--- src/hw/rtl/mme_pkg.sv ---
// Package for the min/max envelope decimator.
// Holds widths, register codes and the structs shared by all modules.
// No dependencies.
package mme_pkg;

	localparam int SAMPLE_BITS = 16;
	localparam int COUNT_BITS  = 16;
	localparam int LEN_BITS    = 16;
	localparam int DATA_BITS   = 32;
	localparam int ADDR_BITS   = 3;

	// Compare width for window_count + 1 against window_len.
	localparam int CMP_BITS = (COUNT_BITS + 1 > LEN_BITS) ? COUNT_BITS + 1 : LEN_BITS;

	localparam logic signed [SAMPLE_BITS-1:0] SAMPLE_MAX = {1'b0, {(SAMPLE_BITS-1){1'b1}}};
	localparam logic signed [SAMPLE_BITS-1:0] SAMPLE_MIN = {1'b1, {(SAMPLE_BITS-1){1'b0}}};

	localparam int QDEPTH  = 4;
	localparam int QPTR_W  = $clog2(QDEPTH);
	localparam int QCNT_W  = $clog2(QDEPTH + 1);

	// Register index, taken from paddr bit 2.
	typedef enum logic {
		REG_PASSTHROUGH = 1'b0,
		REG_WINDOW_LEN  = 1'b1
	} reg_idx_t;

	typedef struct packed {
		logic                passthrough;
		logic [LEN_BITS-1:0] window_len;
	} cfg_t;

	typedef struct packed {
		logic [COUNT_BITS-1:0]         x_coord;
		logic signed [SAMPLE_BITS-1:0] value;
		logic                          event_mark;
		logic                          last;
	} result_t;

	typedef struct packed {
		logic    push0;
		logic    push1;
		result_t res0;
		result_t res1;
	} push_t;

endpackage

--- src/hw/rtl/mme_regs.sv ---
// Configuration registers of the min/max envelope decimator, APB-style port.
// Depends on mme_pkg.
module mme_regs (
	input  logic                         clk,
	input  logic                         arst_n,
	input  logic                         psel,
	input  logic                         penable,
	input  logic                         pwrite,
	input  logic [mme_pkg::ADDR_BITS-1:0] paddr,
	input  logic [mme_pkg::DATA_BITS-1:0] pwdata,
	output logic [mme_pkg::DATA_BITS-1:0] prdata,
	output logic                         pready,
	output mme_pkg::cfg_t                cfg
);
	import mme_pkg::*;

	cfg_t     cfg_q;
	reg_idx_t idx;
	logic     wr_en;

	assign idx    = reg_idx_t'(paddr[2]);
	assign wr_en  = psel && penable && pwrite;
	assign pready = 1'b1;
	assign cfg    = cfg_q;

	always_ff @(posedge clk or negedge arst_n) begin
		if (!arst_n) begin
			cfg_q.passthrough <= 1'b1;
			cfg_q.window_len  <= LEN_BITS'(2);
		end else if (wr_en) begin
			unique case (idx)
				REG_PASSTHROUGH: cfg_q.passthrough <= pwdata[0];
				REG_WINDOW_LEN:  cfg_q.window_len  <= pwdata[LEN_BITS-1:0];
				default: ;
			endcase
		end
	end

	always_comb begin
		prdata = '0;
		unique case (idx)
			REG_PASSTHROUGH: prdata = DATA_BITS'(cfg_q.passthrough);
			REG_WINDOW_LEN:  prdata = DATA_BITS'(cfg_q.window_len);
			default: prdata = '0;
		endcase
	end

endmodule

--- src/hw/rtl/mme_fold.sv ---
// Envelope state and per-sample fold logic: running max/min, sticky event,
// window and x counters; produces zero, one or two results per transaction.
// Depends on mme_pkg.
module mme_fold (
	input  logic                                clk,
	input  logic                                arst_n,
	input  mme_pkg::cfg_t                       cfg,
	input  logic                                accept,
	input  logic signed [mme_pkg::SAMPLE_BITS-1:0] sample,
	input  logic                                event_req,
	input  logic                                start_req,
	output mme_pkg::push_t                      push
);
	import mme_pkg::*;

	logic signed [SAMPLE_BITS-1:0] max_q, min_q;
	logic [COUNT_BITS-1:0]         wc_q, x_q;
	logic                          ev_q;

	logic signed [SAMPLE_BITS-1:0] base_max, base_min, new_max, new_min;
	logic [COUNT_BITS-1:0]         base_wc, x0;
	logic                          base_ev, new_ev;
	logic [CMP_BITS-1:0]           wc_inc;
	logic                          close;

	always_comb begin
		// A start request clears the window and the x count before the sample.
		base_max = start_req ? SAMPLE_MIN : max_q;
		base_min = start_req ? SAMPLE_MAX : min_q;
		base_wc  = start_req ? '0 : wc_q;
		base_ev  = start_req ? 1'b0 : ev_q;
		x0       = start_req ? '0 : x_q;

		new_max = (sample > base_max) ? sample : base_max;
		new_min = (sample < base_min) ? sample : base_min;
		new_ev  = base_ev || event_req;
		wc_inc  = CMP_BITS'(base_wc) + CMP_BITS'(1);
		close   = wc_inc >= CMP_BITS'(cfg.window_len);

		push.push0 = accept && (cfg.passthrough || close);
		push.push1 = accept && !cfg.passthrough && close;

		if (cfg.passthrough) begin
			push.res0 = '{x_coord: x0, value: sample, event_mark: event_req, last: 1'b1};
		end else begin
			push.res0 = '{x_coord: x0, value: new_max, event_mark: new_ev, last: 1'b0};
		end
		push.res1 = '{x_coord: x0 + COUNT_BITS'(1), value: new_min, event_mark: 1'b0,
			last: 1'b1};
	end

	always_ff @(posedge clk or negedge arst_n) begin
		if (!arst_n) begin
			max_q <= SAMPLE_MIN;
			min_q <= SAMPLE_MAX;
			wc_q  <= '0;
			ev_q  <= 1'b0;
			x_q   <= '0;
		end else if (accept) begin
			if (cfg.passthrough) begin
				max_q <= base_max;
				min_q <= base_min;
				wc_q  <= base_wc;
				ev_q  <= base_ev;
				x_q   <= x0 + COUNT_BITS'(1);
			end else if (close) begin
				max_q <= SAMPLE_MIN;
				min_q <= SAMPLE_MAX;
				wc_q  <= '0;
				ev_q  <= 1'b0;
				x_q   <= x0 + COUNT_BITS'(2);
			end else begin
				max_q <= new_max;
				min_q <= new_min;
				wc_q  <= wc_inc[COUNT_BITS-1:0];
				ev_q  <= new_ev;
				x_q   <= x0;
			end
		end
	end

endmodule

--- src/hw/rtl/mme_outq.sv ---
// Result queue of the min/max envelope decimator: four entries, up to two
// writes and one read per cycle; input ready comes from a registered count.
// Depends on mme_pkg.
module mme_outq (
	input  logic             clk,
	input  logic             arst_n,
	input  mme_pkg::push_t   push,
	output logic             room,
	output logic             out_valid,
	input  logic             out_ready,
	output mme_pkg::result_t head
);
	import mme_pkg::*;

	result_t           mem_q [QDEPTH];
	logic [QPTR_W-1:0] wr_q, rd_q, wr_next;
	logic [QCNT_W-1:0] cnt_q;
	logic              pop;

	assign wr_next   = wr_q + QPTR_W'(1);
	assign out_valid = (cnt_q != '0);
	assign pop       = out_valid && out_ready;
	assign head      = mem_q[rd_q];
	// Room for a full pair of results, so no transaction can overrun the queue.
	assign room      = (cnt_q <= QCNT_W'(QDEPTH - 2));

	always_ff @(posedge clk) begin
		for (int i = 0; i < QDEPTH; i++) begin
			if (push.push0 && (wr_q == QPTR_W'(i))) begin
				mem_q[i] <= push.res0;
			end else if (push.push1 && (wr_next == QPTR_W'(i))) begin
				mem_q[i] <= push.res1;
			end
		end
	end

	always_ff @(posedge clk or negedge arst_n) begin
		if (!arst_n) begin
			wr_q  <= '0;
			rd_q  <= '0;
			cnt_q <= '0;
		end else begin
			wr_q  <= wr_q + QPTR_W'(push.push0) + QPTR_W'(push.push1);
			rd_q  <= rd_q + QPTR_W'(pop);
			cnt_q <= cnt_q + QCNT_W'(push.push0) + QCNT_W'(push.push1) - QCNT_W'(pop);
		end
	end

	a_cnt_bound: assert property (@(posedge clk) disable iff (!arst_n)
		cnt_q <= QCNT_W'(QDEPTH))
		else $error("result queue count above depth");

	a_second_needs_first: assert property (@(posedge clk) disable iff (!arst_n)
		push.push1 |-> push.push0)
		else $error("second result written without the first");

	a_no_push_when_full: assert property (@(posedge clk) disable iff (!arst_n)
		!room |-> !push.push0)
		else $error("result written while the queue had no room");

	a_cnt_track: assert property (@(posedge clk) disable iff (!arst_n)
		##1 cnt_q == $past(cnt_q) + QCNT_W'($past(push.push0)) + QCNT_W'($past(push.push1))
			- QCNT_W'($past(pop)))
		else $error("result queue count lost track");

endmodule

--- src/hw/rtl/min_max_envelope_decimator.sv ---
// Top level of the min/max envelope decimator.
// Depends on mme_pkg, mme_regs, mme_fold and mme_outq.
//
//   Channel  Signals                                   Direction
//   in       in_valid/in_ready, sample, event/start    input samples
//   out      out_valid/out_ready, x_coord, value, ...   result items
//   cfg      psel/penable/pwrite/paddr/pwdata/prdata   register access
//
// One sample is accepted per cycle while the queue has room; its results enter
// a four-entry queue at the same edge and leave it in order, one per cycle while
// out_ready is high. Outside passthrough a closed window gives two results, so
// with window_len of 0 or 1 the output port sets the pace. in_ready drops only
// when the queue holds more than two results. Reset clears the envelope state,
// the counters and the queue; no clearing pass is needed.
module min_max_envelope_decimator (
	input  logic                                clk,
	input  logic                                arst_n,
	input  logic                                in_valid,
	output logic                                in_ready,
	input  logic signed [mme_pkg::SAMPLE_BITS-1:0] sample,
	input  logic                                event_req,
	input  logic                                start_req,
	output logic                                out_valid,
	input  logic                                out_ready,
	output logic [mme_pkg::COUNT_BITS-1:0]      x_coord,
	output logic signed [mme_pkg::SAMPLE_BITS-1:0] value,
	output logic                                event_mark,
	output logic                                last,
	input  logic                                psel,
	input  logic                                penable,
	input  logic                                pwrite,
	input  logic [mme_pkg::ADDR_BITS-1:0]       paddr,
	input  logic [mme_pkg::DATA_BITS-1:0]       pwdata,
	output logic [mme_pkg::DATA_BITS-1:0]       prdata,
	output logic                                pready
);
	import mme_pkg::*;

	cfg_t    cfg;
	push_t   push;
	result_t head;
	logic    room;

	assign in_ready   = room;
	assign x_coord    = head.x_coord;
	assign value      = head.value;
	assign event_mark = head.event_mark;
	assign last       = head.last;

	mme_regs u_regs (
		.clk     (clk),
		.arst_n  (arst_n),
		.psel    (psel),
		.penable (penable),
		.pwrite  (pwrite),
		.paddr   (paddr),
		.pwdata  (pwdata),
		.prdata  (prdata),
		.pready  (pready),
		.cfg     (cfg)
	);

	mme_fold u_fold (
		.clk       (clk),
		.arst_n    (arst_n),
		.cfg       (cfg),
		.accept    (in_valid && room),
		.sample    (sample),
		.event_req (event_req),
		.start_req (start_req),
		.push      (push)
	);

	mme_outq u_outq (
		.clk       (clk),
		.arst_n    (arst_n),
		.push      (push),
		.room      (room),
		.out_valid (out_valid),
		.out_ready (out_ready),
		.head      (head)
	);

endmodule
--- config.mk ---
export PLATFORM = sky130hd
export DESIGN_NAME = min_max_envelope_decimator
export DESIGN_NICKNAME = d
export VERILOG_FILES = /design/src/hw/rtl/mme_pkg.sv /design/src/hw/rtl/mme_regs.sv /design/src/hw/rtl/mme_fold.sv /design/src/hw/rtl/mme_outq.sv /design/src/hw/rtl/min_max_envelope_decimator.sv
export SDC_FILE = /design/constraint.sdc
export NUM_CORES = 1
export LEC_CHECK = 0
export BUFFER_PORTS_ARGS = -buffer_cell sky130_fd_sc_hd__buf_2
export CAP_MARGIN = 20
export CORE_MARGIN = 5
export CORE_UTILIZATION = 33
export CTS_CLUSTER_DIAMETER = 80
export DETAILED_ROUTE_END_ITERATION = 7
export PLACE_DENSITY_LB_ADDON = 0.05
export SLEW_MARGIN = 20
export SYNTH_ARGS = -nofsm -noshare
export SYNTH_HDL_FRONTEND = slang
export SYNTH_SLANG_ARGS = --single-unit
--- constraint.sdc ---
create_clock -name clk -period 18.5 [get_ports clk]
set_input_delay 0 -clock clk [delete_from_list [all_inputs] [get_ports clk]]
set_output_delay 0 -clock clk [all_outputs]
set_load 0.02 [all_outputs]
* Yosys cells after proc, flatten, opt, wreduce, memory -nomap -nowiden
Memories as Yosys holds them, arrays and structs flattened.
Index checks and enable logic that the tools add are counted.
W data, S select, Z words.
** Operators by class
- Add/sub/neg operators :: 10
- Multiply operators :: 0
- Div/mod/pow operators :: 0
- Order comparisons :: 4
- Eq/ne operators :: 6
- Shift-type cells :: 0
- Multiplexer cells :: 49
- Bitwise operators :: 5
- Reduce and logical (&&, ||, !) cells :: 25
** Operators by type and width (number)
- $mux W16 :: 14
- $mux W34 :: 6
- $reduce_or A34 Y1 :: 2
- $pmux W32 S2 :: 1
- $mux W1 :: 25
- $mux W18 :: 1
- $add A16 B1 Y17 const B :: 1
- $ge A17 B16 Y1 :: 1
- $add A16 B1 Y16 const B :: 1
- $add A16 B2 Y16 const B :: 1
- $gt A16 B16 Y1 :: 1
- $lt A16 B16 Y1 :: 1
- $logic_and A1 B1 Y1 :: 15
- $eq A2 B2 Y1 const B :: 4
- $add A2 B1 Y2 :: 3
- $add A3 B1 Y3 :: 2
- $eq A2 B1 Y1 const B :: 2
- $logic_not A2 Y1 :: 2
- $mux W2 :: 2
- $or A1 B1 Y1 :: 4
- $reduce_and A2 Y1 :: 2
- $le A3 B2 Y1 const B :: 1
- $reduce_bool A3 Y1 :: 1
- $sub A3 B1 Y3 :: 1
- other kinds (4) :: 5
** Word-level totals
- Flip-flop bits (word level) :: 89
- Bits in latches :: 0
- RAM bits :: 136
- ROM bits :: 0
- Bits of input ports :: 60
- Output and inout bits :: 69
- Word-level logic and storage cells :: 110
- Memories kept :: 1
** Memories
- u_outq.mem_q :: words 4, width 34, rd ports 1, clocked after Yosys merged registers in 0, write ports 2, line mme_outq.sv:15 : result_t mem_q [QDEPTH];

* Depth between registers and ports, before layout
Gate-level depths: netlist of run 1.
- Word-level depth :: 11
- Mapped depth :: 24
- Mapped depth without buffers :: 19

* Cells and area by module
Synthesis of run 1 repeated with hierarchy kept, for this count alone.
** Second synthesis, totals
- Cells, all modules :: 1129
- Area total of the unflattened synthesis :: 13529.2 µm²
** Modules (own cells, without submodules)
- mme_outq :: instances 1, cells each 364, area an instance 6937.9 µm², seq. area each 4259.1 µm²
- mme_fold :: instances 1, cells each 690, area an instance 5631.7 µm², seq. area each 1646.6 µm²
- mme_regs :: instances 1, cells each 74, area an instance 953.4 µm², seq. area each 427.9 µm²
- min_max_envelope_decimator :: instances 1, cells each 1, area an instance 6.3 µm², seq. area each 0.0 µm²

* Worst setup path after synthesis of run 1
No wires, ideal clock.
- Path kind :: input-to-reg
- Start point :: input start_req
- End point :: memory u_outq.mem_q[0][0] in the netlist's numbering, enable pin
- Library setup time :: 0.472 ns
- Data arrival time :: 5.676 ns
- Required time :: 18.028 ns
- Path slack :: 12.351 ns
- Cell stages on the path :: 19
- Path buffers :: 5
- Path through :: clkbuf_1 > clkbuf_1 > buf_6 > clkbuf_1 > nor2b_1 > ha_1 > and3_1 > and3_1 > xnor2_1 > nor2_1 > ha_1 > nand4_1 > a211oi_1 > o31ai_4 > and3_1 > buf_2 > nand2b_1 > nand2_1 > o21ai_0
** RTL lines
- start: declaration :: line min_max_envelope_decimator.sv:22 : input logic start_req,
- end: declaration :: line mme_outq.sv:15

==> run summary, run 1 <==
=================================================================================
Result of the run .................................................. finished clean
Cell at the root of the clock tree .................................    clkbuf_16
DR vias/cell .......................................................         4.98
Number of cells on the worst hold path .............................            4
Warning count from the yosys run ...................................            0
Number of detailed-routing iterations run before antenna repair ....            4
Slew of the pin with the lowest slew margin ........................      1.08 ns
Top Family by Delay on Critical Path ............................... simple AND/OR/NAND/NOR gates
Overall track demand over capacity in global routing ...............        16.2%
Estimated wirelength of the detail-placed design ...................     23300 um
Number of cells produced by synthesis ..............................         1124
Starting Density ...................................................        33.2%
Final worst path period share ......................................        30.9%
Proportion of layout cells with a drive suffix above 1 .............        23.7%
Terminus of the critical flop-to-flop path ......................... u_outq.mem_q[2][8]
Inserted Clock Buffers .............................................           29
Summed instance area of the synthesized netlist ....................   13200 um^2
Average cell area after synthesis ..................................    11.7 um^2
Sequential area share after synthesis ..............................        47.9%
Clk Latency, worst-skew pair .......................................      0.56 ns
Total of cells resized after clock tree synthesis ..................            0
Hold Fails Final Rpt ...............................................            0
Vias in the first global route .....................................         9208
Core Box Area ......................................................   39600 um^2
P_leak .............................................................      5.90 nW
Via count of the routed design .....................................         8854
Pre-CTS worst setup slack ..........................................     12.62 ns
Grt ovf ............................................................            0
Required time reported for the critical path endpoint ..............     18.71 ns
Worst flop-to-flop path startpoint ................................. u_fold.wc_q[0]
Die Footprint ......................................................   44000 um^2
Post-synthesis to final-layout area growth .........................        16.7%
Worst Setup Path Type .............................................. register to register
Port-buffer cells ..................................................           93
Final net count ....................................................         1347
PwrDens ............................................................  123 nW/um^2
CTS clk-pin slew, worst paths ......................................      0.06 ns
Dominant cell type by count on the critical path ...................         ha_1
Pin count of the biggest net entering global routing ...............           53
Number of unique standard cell types used by synthesis .............           81
Worst path slowest cell ............................................      nand2_1
# setup viols final ................................................            0
Depth of the CTS H-tree ............................................            1
Worst stage delay on the critical path .............................      0.89 ns
Normalized max-slew margin .........................................        27.7%
Startpoint type of the worst setup path ............................     register
Final count of pins violating max slew .............................            0
I/O pin cnt ........................................................          129
Kind of capture point of the worst setup path ......................     register
Number of buffer and inverter instances along the worst setup path .            1
Shortest clock period the worst path allows after layout ...........      5.72 ns
Remaining DRCs .....................................................            0
Upper clock frequency limit ........................................      175 MHz
Clock Path Buffers .................................................            3
Async set-reset flop share out of synthesis ........................        39.6%
Register-to-Register Setup Slack ...................................     12.78 ns
Final ANT Viol Nets ................................................            0
Clk_skew ...........................................................    0.0188 ns
Detailed router's first-iteration violation count ..................          438
Number of antenna cells inserted ...................................            0
Unrepaired setup endpoints after global routing ....................        false
Row count ..........................................................           73
Worst hold margin ..................................................    0.0472 ns
Register bit total from synthesis ..................................          225
Clock sink count ...................................................          225
Routability cong. ..................................................        0.739
Largest fanout on the critical path ................................           36
Filler Cells Inserted ..............................................         3876
TritonCTS clock tree ...............................................          yes
Main synth FF type .................................................     edfxtp_1
Path type of the worst min-delay path .............................. input port to register
Max rail drop VDD ..................................................      60.3 uV
DIE WIDTH ..........................................................       210 um
DR WL/cell .........................................................      20.3 um
WL final ...........................................................     36100 um
Number of synthesized flops with an enable pin .....................          134
Final TNS setup ....................................................         0 ns
Endpoint with the worst hold slack ................................. u_fold.x_q[9]
Max-capacitance violation count ....................................            0
Cell-by-cell listing of the critical path .......................... nor2b_1 > ha_1 > and3_1 > nand4_4 > or3_1 > a21oi_1 > ha_1 > nand3_1 > nor3_1 > o31ai_4 > a311oi_2 > nand2_2 > nand2_1 > buf_4
Arrival @ worst endpoint ...........................................      5.93 ns
Die boundary height ................................................       210 um
Initial antenna violation count ....................................            0
Startpoint of the tightest hold check path .........................    start_req
Cells on worst reg2reg path ........................................           14
First-pass GRT wire length .........................................     56100 um
Final WS setup .....................................................     12.78 ns
=================================================================================
==> layout by cell type (no fill, tap or decap), drive strengths merged, types with 18 or more instances in the layout <==
| cell type | instances |
|---|---|
| nor2 | 97 |
| clkbuf | 39 |
| ha | 53 |
| and2 | 25 |
| mux4 | 34 |
| o22ai | 27 |
| dfstp | 18 |
| a21oi | 40 |
| dfrtp | 71 |
| nand2b | 31 |
| mux2i | 58 |
| dlygate4sd3 | 39 |
| nand2 | 70 |
| nor2b | 21 |
| xnor2 | 47 |
| inv | 49 |
| nand3 | 23 |
| o21ai | 36 |
| a22o | 26 |
| mux2 | 53 |
| edfxtp | 134 |
| buf | 106 |
==> cells by family (layout without fill, tap and decap cells) <==
kind of cell	count (synthesis)	in the layout	synth area share [%]
compound gates	176	176	9.67
other cells	2	17	0.0570
simple gates	323	323	12.5
xor+xnor	64	64	4.26
mux	145	145	15.0
buf+inv	133	248	5.07
flops	225	225	47.9
fa+ha+maj	56	56	5.49
==> timing repair <==
action,in CTS,in global routing
hold buffers,39,0
buffers inserted,0,0
endpoints found under the hold margin,109,0
==> worst max-delay path by stage <==
stage,start,cells after the start,endpoint
6_report,u_fold.wc_q[0],14,u_outq.mem_q[2][8]
3_3_place_gp,u_fold.wc_q[0],14,u_outq.mem_q[2][11]
2_1_floorplan,start_req,19,u_outq.mem_q[0][0]
3_5_place_dp,u_fold.wc_q[0],14,u_outq.mem_q[2][14]
5_1_grt,u_fold.wc_q[0],14,u_outq.mem_q[2][8]
4_1_cts,u_fold.wc_q[0],14,u_outq.mem_q[2][8]
==> worst min-delay path: stages <==
cell and delay, ns:
buf_2 0.10, buf_4 0.25, nand3_1 0.11, o21ai_0 0.07
==> metal layers <==
layer / GRT usage [%] / vias up / wire [um]
met5: 0 / - / 0
met4: 3.44 / 0 / 489
met3: 1.79 / 35 / 1150
met2: 25.9 / 153 / 16600
met1: 24.0 / 4392 / 17800
li1: - / 4274 / -
==> cell usage after synthesis (all sizes together), types with 8 or more instances <==
cell / n / area share, %
edfxtp: 134 / 31
nor2: 97 / 2.8
dfrtp: 71 / 13
nand2: 70 / 2.1
mux2i: 58 / 4.4
ha: 53 / 5.0
mux2: 53 / 4.8
buf: 48 / 2.7
inv: 47 / 1.3
xnor2: 47 / 3.1
a21oi: 40 / 1.5
clkbuf: 36 / 1.0
o21ai: 36 / 1.4
mux4: 34 / 5.8
nand2b: 31 / 1.5
o22ai: 27 / 1.7
a22o: 26 / 1.7
and2: 25 / 1.2
nand3: 23 / 0.91
nor2b: 21 / 1.0
dfstp: 18 / 3.6
xor2: 17 / 1.1
nand4: 15 / 0.83
and3: 9 / 0.43
nor3: 8 / 0.34
==> flip-flops by register name, indices dropped and copies added, names as in the netlist <==
name	cells
u_fold.ev_q	1
u_outq.rd_q	2
u_regs.cfg	17
u_fold.wc_q	16
u_fold.x_q	16
u_outq.cnt_q	3
u_fold.min_q	16
u_fold.max_q	16
u_outq.wr_q	2
u_outq.mem_q	136
==> power breakdown <==
part,switching (mW),total [mW],internal [mW],leakage [nW]
sequential,0.0744,0.704,0.629,2.32
clock,0.223,0.575,0.352,0.476
combinational,0.358,0.615,0.257,3.11
==> layout make-up <==
cell class | count | area (um^2) | share of cell area, %
clock buffers | 39 | 783 | 5.10
multi-input cells | 781 | 6290 | 40.9
repair buffers | 145 | 956 | 6.22
well taps | 525 | 657 | 4.27
clock inverters | 15 | 181 | 1.18
inverters | 49 | 184 | 1.20
flip-flops and latches | 225 | 6320 | 41.1
==> stage by stage <==
step                cell area [um^2]  std cells  total power [mW]  utilization (%)
floorplan                      13200       1139              1.14                -
global placement               14000       1686              1.33             35.3
detailed placement             14000       1686              1.34             35.3
CTS                            15400       1779              1.93             38.8
global route                   15400       1779              2.01             38.8
finish                         15400       1779              1.89             38.8
No activity file was read; power rests on OpenSTA's default activity.
==> run 2, diff against run 1 <==
==> constraint.sdc (replaced) <==
create_clock -name clk -period 5.9 [get_ports clk]
set_input_delay 0 -clock clk [delete_from_list [all_inputs] [get_ports clk]]
set_output_delay 0 -clock clk [all_outputs]
set_load 0.02 [all_outputs]
==> run 2 against run 1 <==
Against the previous run: the run now ends with hold timing left; wire length up 1.5%; worst setup slack lost 12 ns; global-route usage grew 0.33 points; power grew to 3.1 times the previous value; final cell count is 0.51% higher; critical path depth grew 4; core utilization is 0.20 points higher; clock power rose to 3.1 times the previous value; hold slack got worse by 0.059 ns; first-iteration DRC count increased by 15%; critical path type unchanged; largest cell class unchanged.
==> run summary, run 2 (same netlist as run 1, synthesis figures left out) <==
==================================================================================
Via count of the routed design ......................................         8885   +0.35%
Slew of the pin with the lowest slew margin .........................      1.08 ns   -0.00234 ns
Failing checks ......................................................  hold timing
Clock sink count ....................................................          225   unchanged
Cell at the root of the clock tree ..................................    clkbuf_16
Arrival @ worst endpoint ............................................      5.43 ns   -0.50 ns
Overall track demand over capacity in global routing ................        16.6%   +0.33 points
Routability cong. ...................................................        0.752   +1.7%
Path type of the worst min-delay path ............................... input port to asynchronous set/reset pin
Kind of capture point of the worst setup path .......................     register
Total of cells resized after clock tree synthesis ...................            0   unchanged
Final net count .....................................................         1357   +0.74%
Worst flop-to-flop path startpoint .................................. u_fold.wc_q[0]
Final worst path period share .......................................        84.7%   +54 points
Die Footprint .......................................................   44000 um^2   unchanged
Worst stage delay on the critical path ..............................      0.43 ns   -0.46 ns
Number of detailed-routing iterations run before antenna repair .....            5   +1
Row count ...........................................................           73   unchanged
Worst Setup Path Type ............................................... register to register
Shortest clock period the worst path allows after layout ............      5.00 ns   -0.726 ns
Starting Density ....................................................        33.2%   unchanged
Max-capacitance violation count .....................................            0   unchanged
Upper clock frequency limit .........................................      200 MHz   +15%
Multi-input gate area ...............................................    6290 um^2   unchanged
Inserted Clock Buffers ..............................................           29   unchanged
PwrDens .............................................................  383 nW/um^2   +210%
First-pass GRT wire length ..........................................     57200 um   +2.0%
Startpoint type of the worst setup path .............................     register
Terminus of the critical flop-to-flop path .......................... u_outq.cnt_q[2]
Worst path slowest cell .............................................      dfrtp_1
Unrepaired setup endpoints after global routing .....................        false
Number of antenna cells inserted ....................................            0   unchanged
DR vias/cell ........................................................         4.97   -0.15%
Cell-by-cell listing of the critical path ........................... nor2b_1 > ha_1 > and3_1 > nand4_4 > or3_1 > a21oi_1 > ha_1 > nand3_1 > nor3_1 > o31ai_4 > and3_1 > nand2b_1 > nand2_1 > ha_1 > inv_1 > fa_1 > fa_1 > xnor2_1
CTS clk-pin slew, worst paths .......................................      0.06 ns   about the same
DIE WIDTH ...........................................................       210 um   unchanged
I/O pin cnt .........................................................          129   unchanged
Top library cells by usage in the layout, fill and taps aside ....... edfxtp_1 (134), nor2_1 (94), buf_2 (92), dfrtp_1 (69), nand2_1 (66)
Result of the run ................................................... finished with violations
Cells on worst reg2reg path .........................................           18   +4
Post-synthesis to final-layout area growth ..........................        17.3%
Proportion of layout cells with a drive suffix above 1 ..............        24.0%   +0.31 points
Final TNS setup .....................................................         0 ns   unchanged
Max rail drop VDD ...................................................       161 uV   +170%
Core Box Area .......................................................   39600 um^2   unchanged
Filler Cells Inserted ...............................................         3901   +0.64%
Pin count of the biggest net entering global routing ................           62   +17%
DR WL/cell ..........................................................      20.5 um   +0.96%
Flip-flop and latch area ............................................    6320 um^2   unchanged
Most common cell after layout, fill and taps aside ..................     edfxtp_1
Clk Latency, worst-skew pair ........................................      0.55 ns   about the same
Normalized max-slew margin ..........................................        28.1%   +0.41 points
Final ANT Viol Nets .................................................            0   unchanged
Remaining DRCs ......................................................            0   unchanged
Vias in the first global route ......................................         9399   +2.1%
Register bank with the most flops ................................... u_outq.mem_q
Grt ovf .............................................................            0   unchanged
Flip-flop count of the largest register, all copies and words added .          136   unchanged
Hold Fails Final Rpt ................................................           15   +15
Clk_skew ............................................................    0.0123 ns   -0.00654 ns
Depth of the CTS H-tree .............................................            1   unchanged
First element of the critical path .................................. u_fold.wc_q[0]
Final count of pins violating max slew ..............................            0   unchanged
Port-buffer cells ...................................................           93   unchanged
Largest fanout on the critical path .................................            7   -81%
Initial antenna violation count .....................................            0   unchanged
Worst hold margin ...................................................   -0.0116 ns   -0.0588 ns
P_leak ..............................................................      5.94 nW   +0.61%
Required time reported for the critical path endpoint ...............      6.34 ns   -12.37 ns
Dominant cell type by count on the critical path ....................         ha_1
Critical path destination ........................................... u_outq.cnt_q[2]
Detailed router's first-iteration violation count ...................          505   +15%
Die boundary height .................................................       210 um   unchanged
Estimated wirelength of the detail-placed design ....................     24300 um   +4.0%
Clock Path Buffers ..................................................            3   unchanged
Register-to-Register Setup Slack ....................................      0.90 ns   -11.87 ns
WL final ............................................................     36600 um   +1.5%
TritonCTS clock tree ................................................          yes
# setup viols final .................................................            0   unchanged
==================================================================================
## run 2: where the power goes
part / switching, mW / internal (mW) / total (mW)
combinational: 1.13 / 0.823 / 1.95
clock: 0.707 / 1.05 / 1.76
sequential: 0.232 / 1.97 / 2.20
## run 2: critical path, delay by kind of cell, from the launching register on
family	cells	cell delay, ns
simple gates	9	2.33
fa+ha+maj	5	1.52
flops	1	0.43
compound gates	2	0.41
xor+xnor	1	0.13
buf+inv	1	0.04
## run 2: layer usage
layer | up-vias | global-route usage, % | wire [um] | part of all wire [%]
met5 | - | 0 | 0 | 0
met4 | 0 | 3.83 | 705 | 1.9
met3 | 46 | 2.08 | 1200 | 3.3
met2 | 128 | 26.8 | 16900 | 46
met1 | 4406 | 23.9 | 17800 | 49
li1 | 4305 | - | - | -
## run 2: worst min-delay path by stage
stage,from,endpoint,cells after the start
floorplan,arst_n,u_fold.ev_q,0
finish,arst_n,u_fold.max_q[10],2
global placement,arst_n,u_fold.max_q[10],1
detailed placement,arst_n,u_fold.max_q[10],1
CTS,arst_n,u_fold.max_q[10],2
global route,arst_n,u_fold.max_q[6],2
## run 2: what timing repair did
action,4_1_cts,5_1_grt
setup buffers,0,0
endpoints found under the hold margin,91,0
hold buffers,39,0
## run 2: area by class of cell
type	count	area share [%]
Clock buffer	36	5.00
Clock inverter	17	1.02
Inverter	49	1.19
Multi-Input combinational cell	781	40.7
Sequential cell	225	40.9
Tap cell	525	4.25
Timing Repair Buffer	155	6.92
## run 2: metrics by stage
stage	util (%)	cells	worst slack [ns]	instance area (um^2)	power [mW]
floorplan	-	1139	0.503	13200	3.57
global placement	35.6	1696	0.897	14100	4.21
detailed placement	35.6	1696	0.828	14100	4.21
CTS	39.0	1788	0.805	15400	6.03
global route	39.0	1788	0.486	15400	6.29
finish	39.0	1788	0.904	15400	5.92
==> run 3, diff against run 2 <==
--- a/config.mk
+++ b/config.mk
@@ -5,6 +5,7 @@
 export SDC_FILE = /design/constraint.sdc
 export NUM_CORES = 1
 export LEC_CHECK = 0
+export ABC_AREA = 1
 export BUFFER_PORTS_ARGS = -buffer_cell sky130_fd_sc_hd__buf_2
 export CAP_MARGIN = 20
 export CORE_MARGIN = 5
==> constraint.sdc (replaced) <==
create_clock -name clk -period 4.3 [get_ports clk]
set_input_delay 0 -clock clk [delete_from_list [all_inputs] [get_ports clk]]
set_output_delay 0 -clock clk [all_outputs]
set_load 0.02 [all_outputs]
==> run 3 against run 2 <==
Against the previous run: the run now ends clean; critical endpoint unchanged; global-route usage increased by 2.0 points; largest cell class is now multi-input combinational cells; final cell count up 40%; core utilization down 0.12 points; flip-flop and latch count stayed put; synthesized area grew 6.6%; combinational power rose by 120%; critical path type unchanged; synthesized cell count increased by 63%; clock power grew 35%.
==> run summary, run 3 <==
==================================================================================
Placed insts ........................................................         2406   +42%
Initial antenna violation count .....................................            0   unchanged
Clock Path Buffers ..................................................            3   unchanged
Grt ovf .............................................................            0   unchanged
I/O pin cnt .........................................................          129   unchanged
Register-to-Register Setup Slack ....................................      0.29 ns   -0.61 ns
Number of antenna cells inserted ....................................            0   unchanged
Filler Cells Inserted ...............................................         4366   +12%
Path type of the worst min-delay path ............................... input port to register
Portion of total power attributed to the clock network ..............        24.3%   -5.4 points
Vias in the first global route ......................................        12.0k   +27%
DR vias/cell ........................................................         4.91   -1.1%
Average cell area after synthesis ...................................    7.66 um^2   -35%
Register bank with the most flops ................................... u_outq.mem_q
TritonCTS clock tree ................................................          yes
Warning count from the yosys run ....................................            0   unchanged
Number of detailed-routing iterations run before antenna repair .....            5   unchanged
Number of unique standard cell types used by synthesis ..............           44   -46%
Port-buffer cells ...................................................           93   unchanged
Summed instance area of the synthesized netlist .....................   14000 um^2   +6.6%
Final ANT Viol Nets .................................................            0   unchanged
Clk Latency, worst-skew pair ........................................      0.55 ns   about the same
Depth of the CTS H-tree .............................................            1   unchanged
WL final ............................................................     44400 um   +21%
Normalized max-slew margin ..........................................        35.0%   +6.9 points
Clk_skew ............................................................   0.00915 ns   -0.00311 ns
Max-capacitance violation count .....................................            0   unchanged
Final WS setup ......................................................     0.289 ns   -0.615 ns
Largest fanout on the critical path .................................            4   -3
Detailed router's first-iteration violation count ...................          653   +29%
Kind of capture point of the worst setup path .......................     register
Hold Fails Final Rpt ................................................            0   -15
Number of cells produced by synthesis ...............................         1831   +63%
Shortest clock period the worst path allows after layout ............      4.01 ns   -0.985 ns
DR WL/cell ..........................................................      17.8 um   -13%
DIE WIDTH ...........................................................       216 um   +3.1%
Top library cells by usage in the layout, fill and taps aside ....... nand2_1 (591), nor2_1 (179), inv_1 (174), edfxtp_1 (134), o21ai_0 (119)
# setup viols final .................................................            0   unchanged
Final count of pins violating max slew ..............................            0   unchanged
Sequential share of power ...........................................        32.0%   -5.3 points
Pre-CTS worst setup slack ...........................................    0.0907 ns   -0.738 ns
Most common cell after layout, fill and taps aside ..................      nand2_1
Via count of the routed design ......................................        12.3k   +38%
Overall track demand over capacity in global routing ................        18.6%   +2.0 points
Estimated wirelength of the detail-placed design ....................     29200 um   +20%
Die boundary height .................................................       216 um   +3.1%
Slew of the pin with the lowest slew margin .........................     0.973 ns   -0.106 ns
Sequential area share after synthesis ...............................        45.0%   -3.0 points
Most used standard cell by instance count after synthesis ...........      nand2_1
Result of the run ................................................... finished clean
Most common library cells after synthesis ........................... nand2_1 (593), nor2_1 (184), inv_1 (176)
Final worst path period share .......................................        93.3%   +8.6 points
Flip-flop count of the largest register, all copies and words added .          136   unchanged
Core Box Area .......................................................   42000 um^2   +6.1%
Area share of the leading cell type in the synthesized netlist ......        28.7%   -1.9 points
P_leak ..............................................................      7.70 nW   +30%
Cell Int Power ......................................................      5.57 mW   +45%
Pin count of the biggest net entering global routing ................           71   +15%
Post-synthesis to final-layout area growth ..........................        16.4%
Remaining DRCs ......................................................            0   unchanged
PwrDens .............................................................  595 nW/um^2   +55%
Unrepaired setup endpoints after global routing .....................        false
Top cells by area, synth ............................................ edfxtp_1 (29%), nand2_1 (16%), dfrtp_1 (13%), nor2_1 (4.9%), ha_1 (4.7%)
Non-filler instance count after layout ..............................         2495   +40%
Switching fraction of total power ...................................        42.7%   +7.7 points
First-pass GRT wire length ..........................................     69200 um   +21%
Starting Density ....................................................        33.4%   +0.16 points
Inserted Clock Buffers ..............................................           28   -3.4%
Register bit total from synthesis ...................................          225   unchanged
Largest area contributor in the netlist .............................     edfxtp_1
Multi-input gate area ...............................................    6570 um^2   +4.4%
Async set-reset flop share out of synthesis .........................        39.6%   unchanged
Proportion of layout cells with a drive suffix above 1 ..............        11.8%   -12 points
Share of total power in combinational logic .........................        43.7%   +11 points
CTS clk-pin slew, worst paths .......................................      0.06 ns   about the same
Upper clock frequency limit .........................................      249 MHz   +25%
Arrival @ worst endpoint ............................................      4.45 ns   -0.98 ns
Required time reported for the critical path endpoint ...............      4.74 ns   -1.60 ns
Main synth FF type ..................................................     edfxtp_1
Fin util ............................................................        38.8%   -0.12 points
Flip-flop and latch area ............................................    6310 um^2   about the same
NetSw ...............................................................      4.15 mW   +100%
Number of synthesized flops with an enable pin ......................          134   unchanged
Clock sink count ....................................................          225   unchanged
Routability cong. ...................................................        0.806   +7.2%
Max rail drop VDD ...................................................       273 uV   +70%
Cell at the root of the clock tree ..................................    clkbuf_16
Die Footprint .......................................................   46700 um^2   +6.2%
Startpoint type of the worst setup path .............................     register
Final net count .....................................................         2051   +51%
Worst Setup Path Type ............................................... register to register
Row count ...........................................................           75   +2.7%
==================================================================================
run 3: timing repair:
action / in CTS / in global routing
endpoints found under the setup margin: 0 / 50
setup buffers: 0 / 1
endpoints found under the hold margin: 109 / 0
gates resized for setup: 0 / 9
hold buffers: 37 / 0
run 3: cell families (layout without fill, tap and decap cells):
family	count (synthesis)	after routing	synth area share (%)
and+or+nand+nor	915	915	26.8
AOI/OAI and AO/OA	312	312	12.2
buffers and inverters	292	402	9.07
DFF	225	225	45.0
adders and majority gates	56	56	5.15
xor gates and xnor gates	29	29	1.81
other	2	17	0.0535
run 3: power by group through the flow:
stage,clock (mW),combinational [mW],sequential (mW)
2_1_floorplan,0,2.89,3.09
3_3_place_gp,0,4.22,3.15
3_5_place_dp,0,4.27,3.15
4_1_cts,2.44,4.31,3.11
5_1_grt,2.53,4.80,3.16
6_report,2.37,4.25,3.11
run 3: final cells by class:
class	instances	share of cell area [%]
clock buffers	37	4.69
clock inverters	14	0.873
inverters	182	4.18
multi-input cells	1329	40.2
flip-flops and latches	225	38.7
well taps	539	4.13
repair buffers	169	7.23
run 3: path summary, 6_finish.rpt:
kind | start | endpoint | cells after the start
setup / recovery | u_fold.wc_q[0] | u_outq.cnt_q[2] | 22
hold / removal | in_valid | u_fold.x_q[1] | 4
setup reg to reg | u_fold.wc_q[0] | u_outq.cnt_q[2] | 22
hold reg to reg | u_outq.mem_q[2][0] | u_outq.mem_q[2][0] | 2
max in group asynchronous | arst_n | u_fold.x_q[9] | 3
min in group asynchronous | arst_n | u_fold.max_q[14] | 2
run 3: metal layers:
metal  global-route usage (%)  share of wire [%]
met1                     27.6                 50
met5                        0                  0
met3                     2.32                5.0
met4                     3.63                1.6
met2                     29.5                 44
run 3: worst max-delay path: stages, from the launching register on:
cell,delay [ns]
dfrtp_1,0.34
inv_1,0.05
nor2_1,0.13
ha_2,0.22
nand2_2,0.09
nor2_4,0.15
nand4_2,0.11
nor2_2,0.15
buf_4,0.12
nand3_1,0.07
xnor2_1,0.21
ha_1,0.28
nand2_1,0.09
nor2_1,0.05
a31o_2,0.24
nor2_2,0.19
nand3_2,0.16
nand2_4,0.14
ha_1,0.14
inv_1,0.05
fa_1,0.38
fa_1,0.40
xnor2_1,0.14
run 3: stage by stage:
stage	hold WS (ns)	power (mW)	TNS, ns	cell area (um^2)
2_1_floorplan	-0.296	5.98	-31.54	14100
3_3_place_gp	0.133	7.37	0	15000
3_5_place_dp	0.135	7.42	0	15000
4_1_cts	0.0281	9.86	0	16300
5_1_grt	0.129	10.5	0	16300
6_report	0.0635	9.72	0	16300
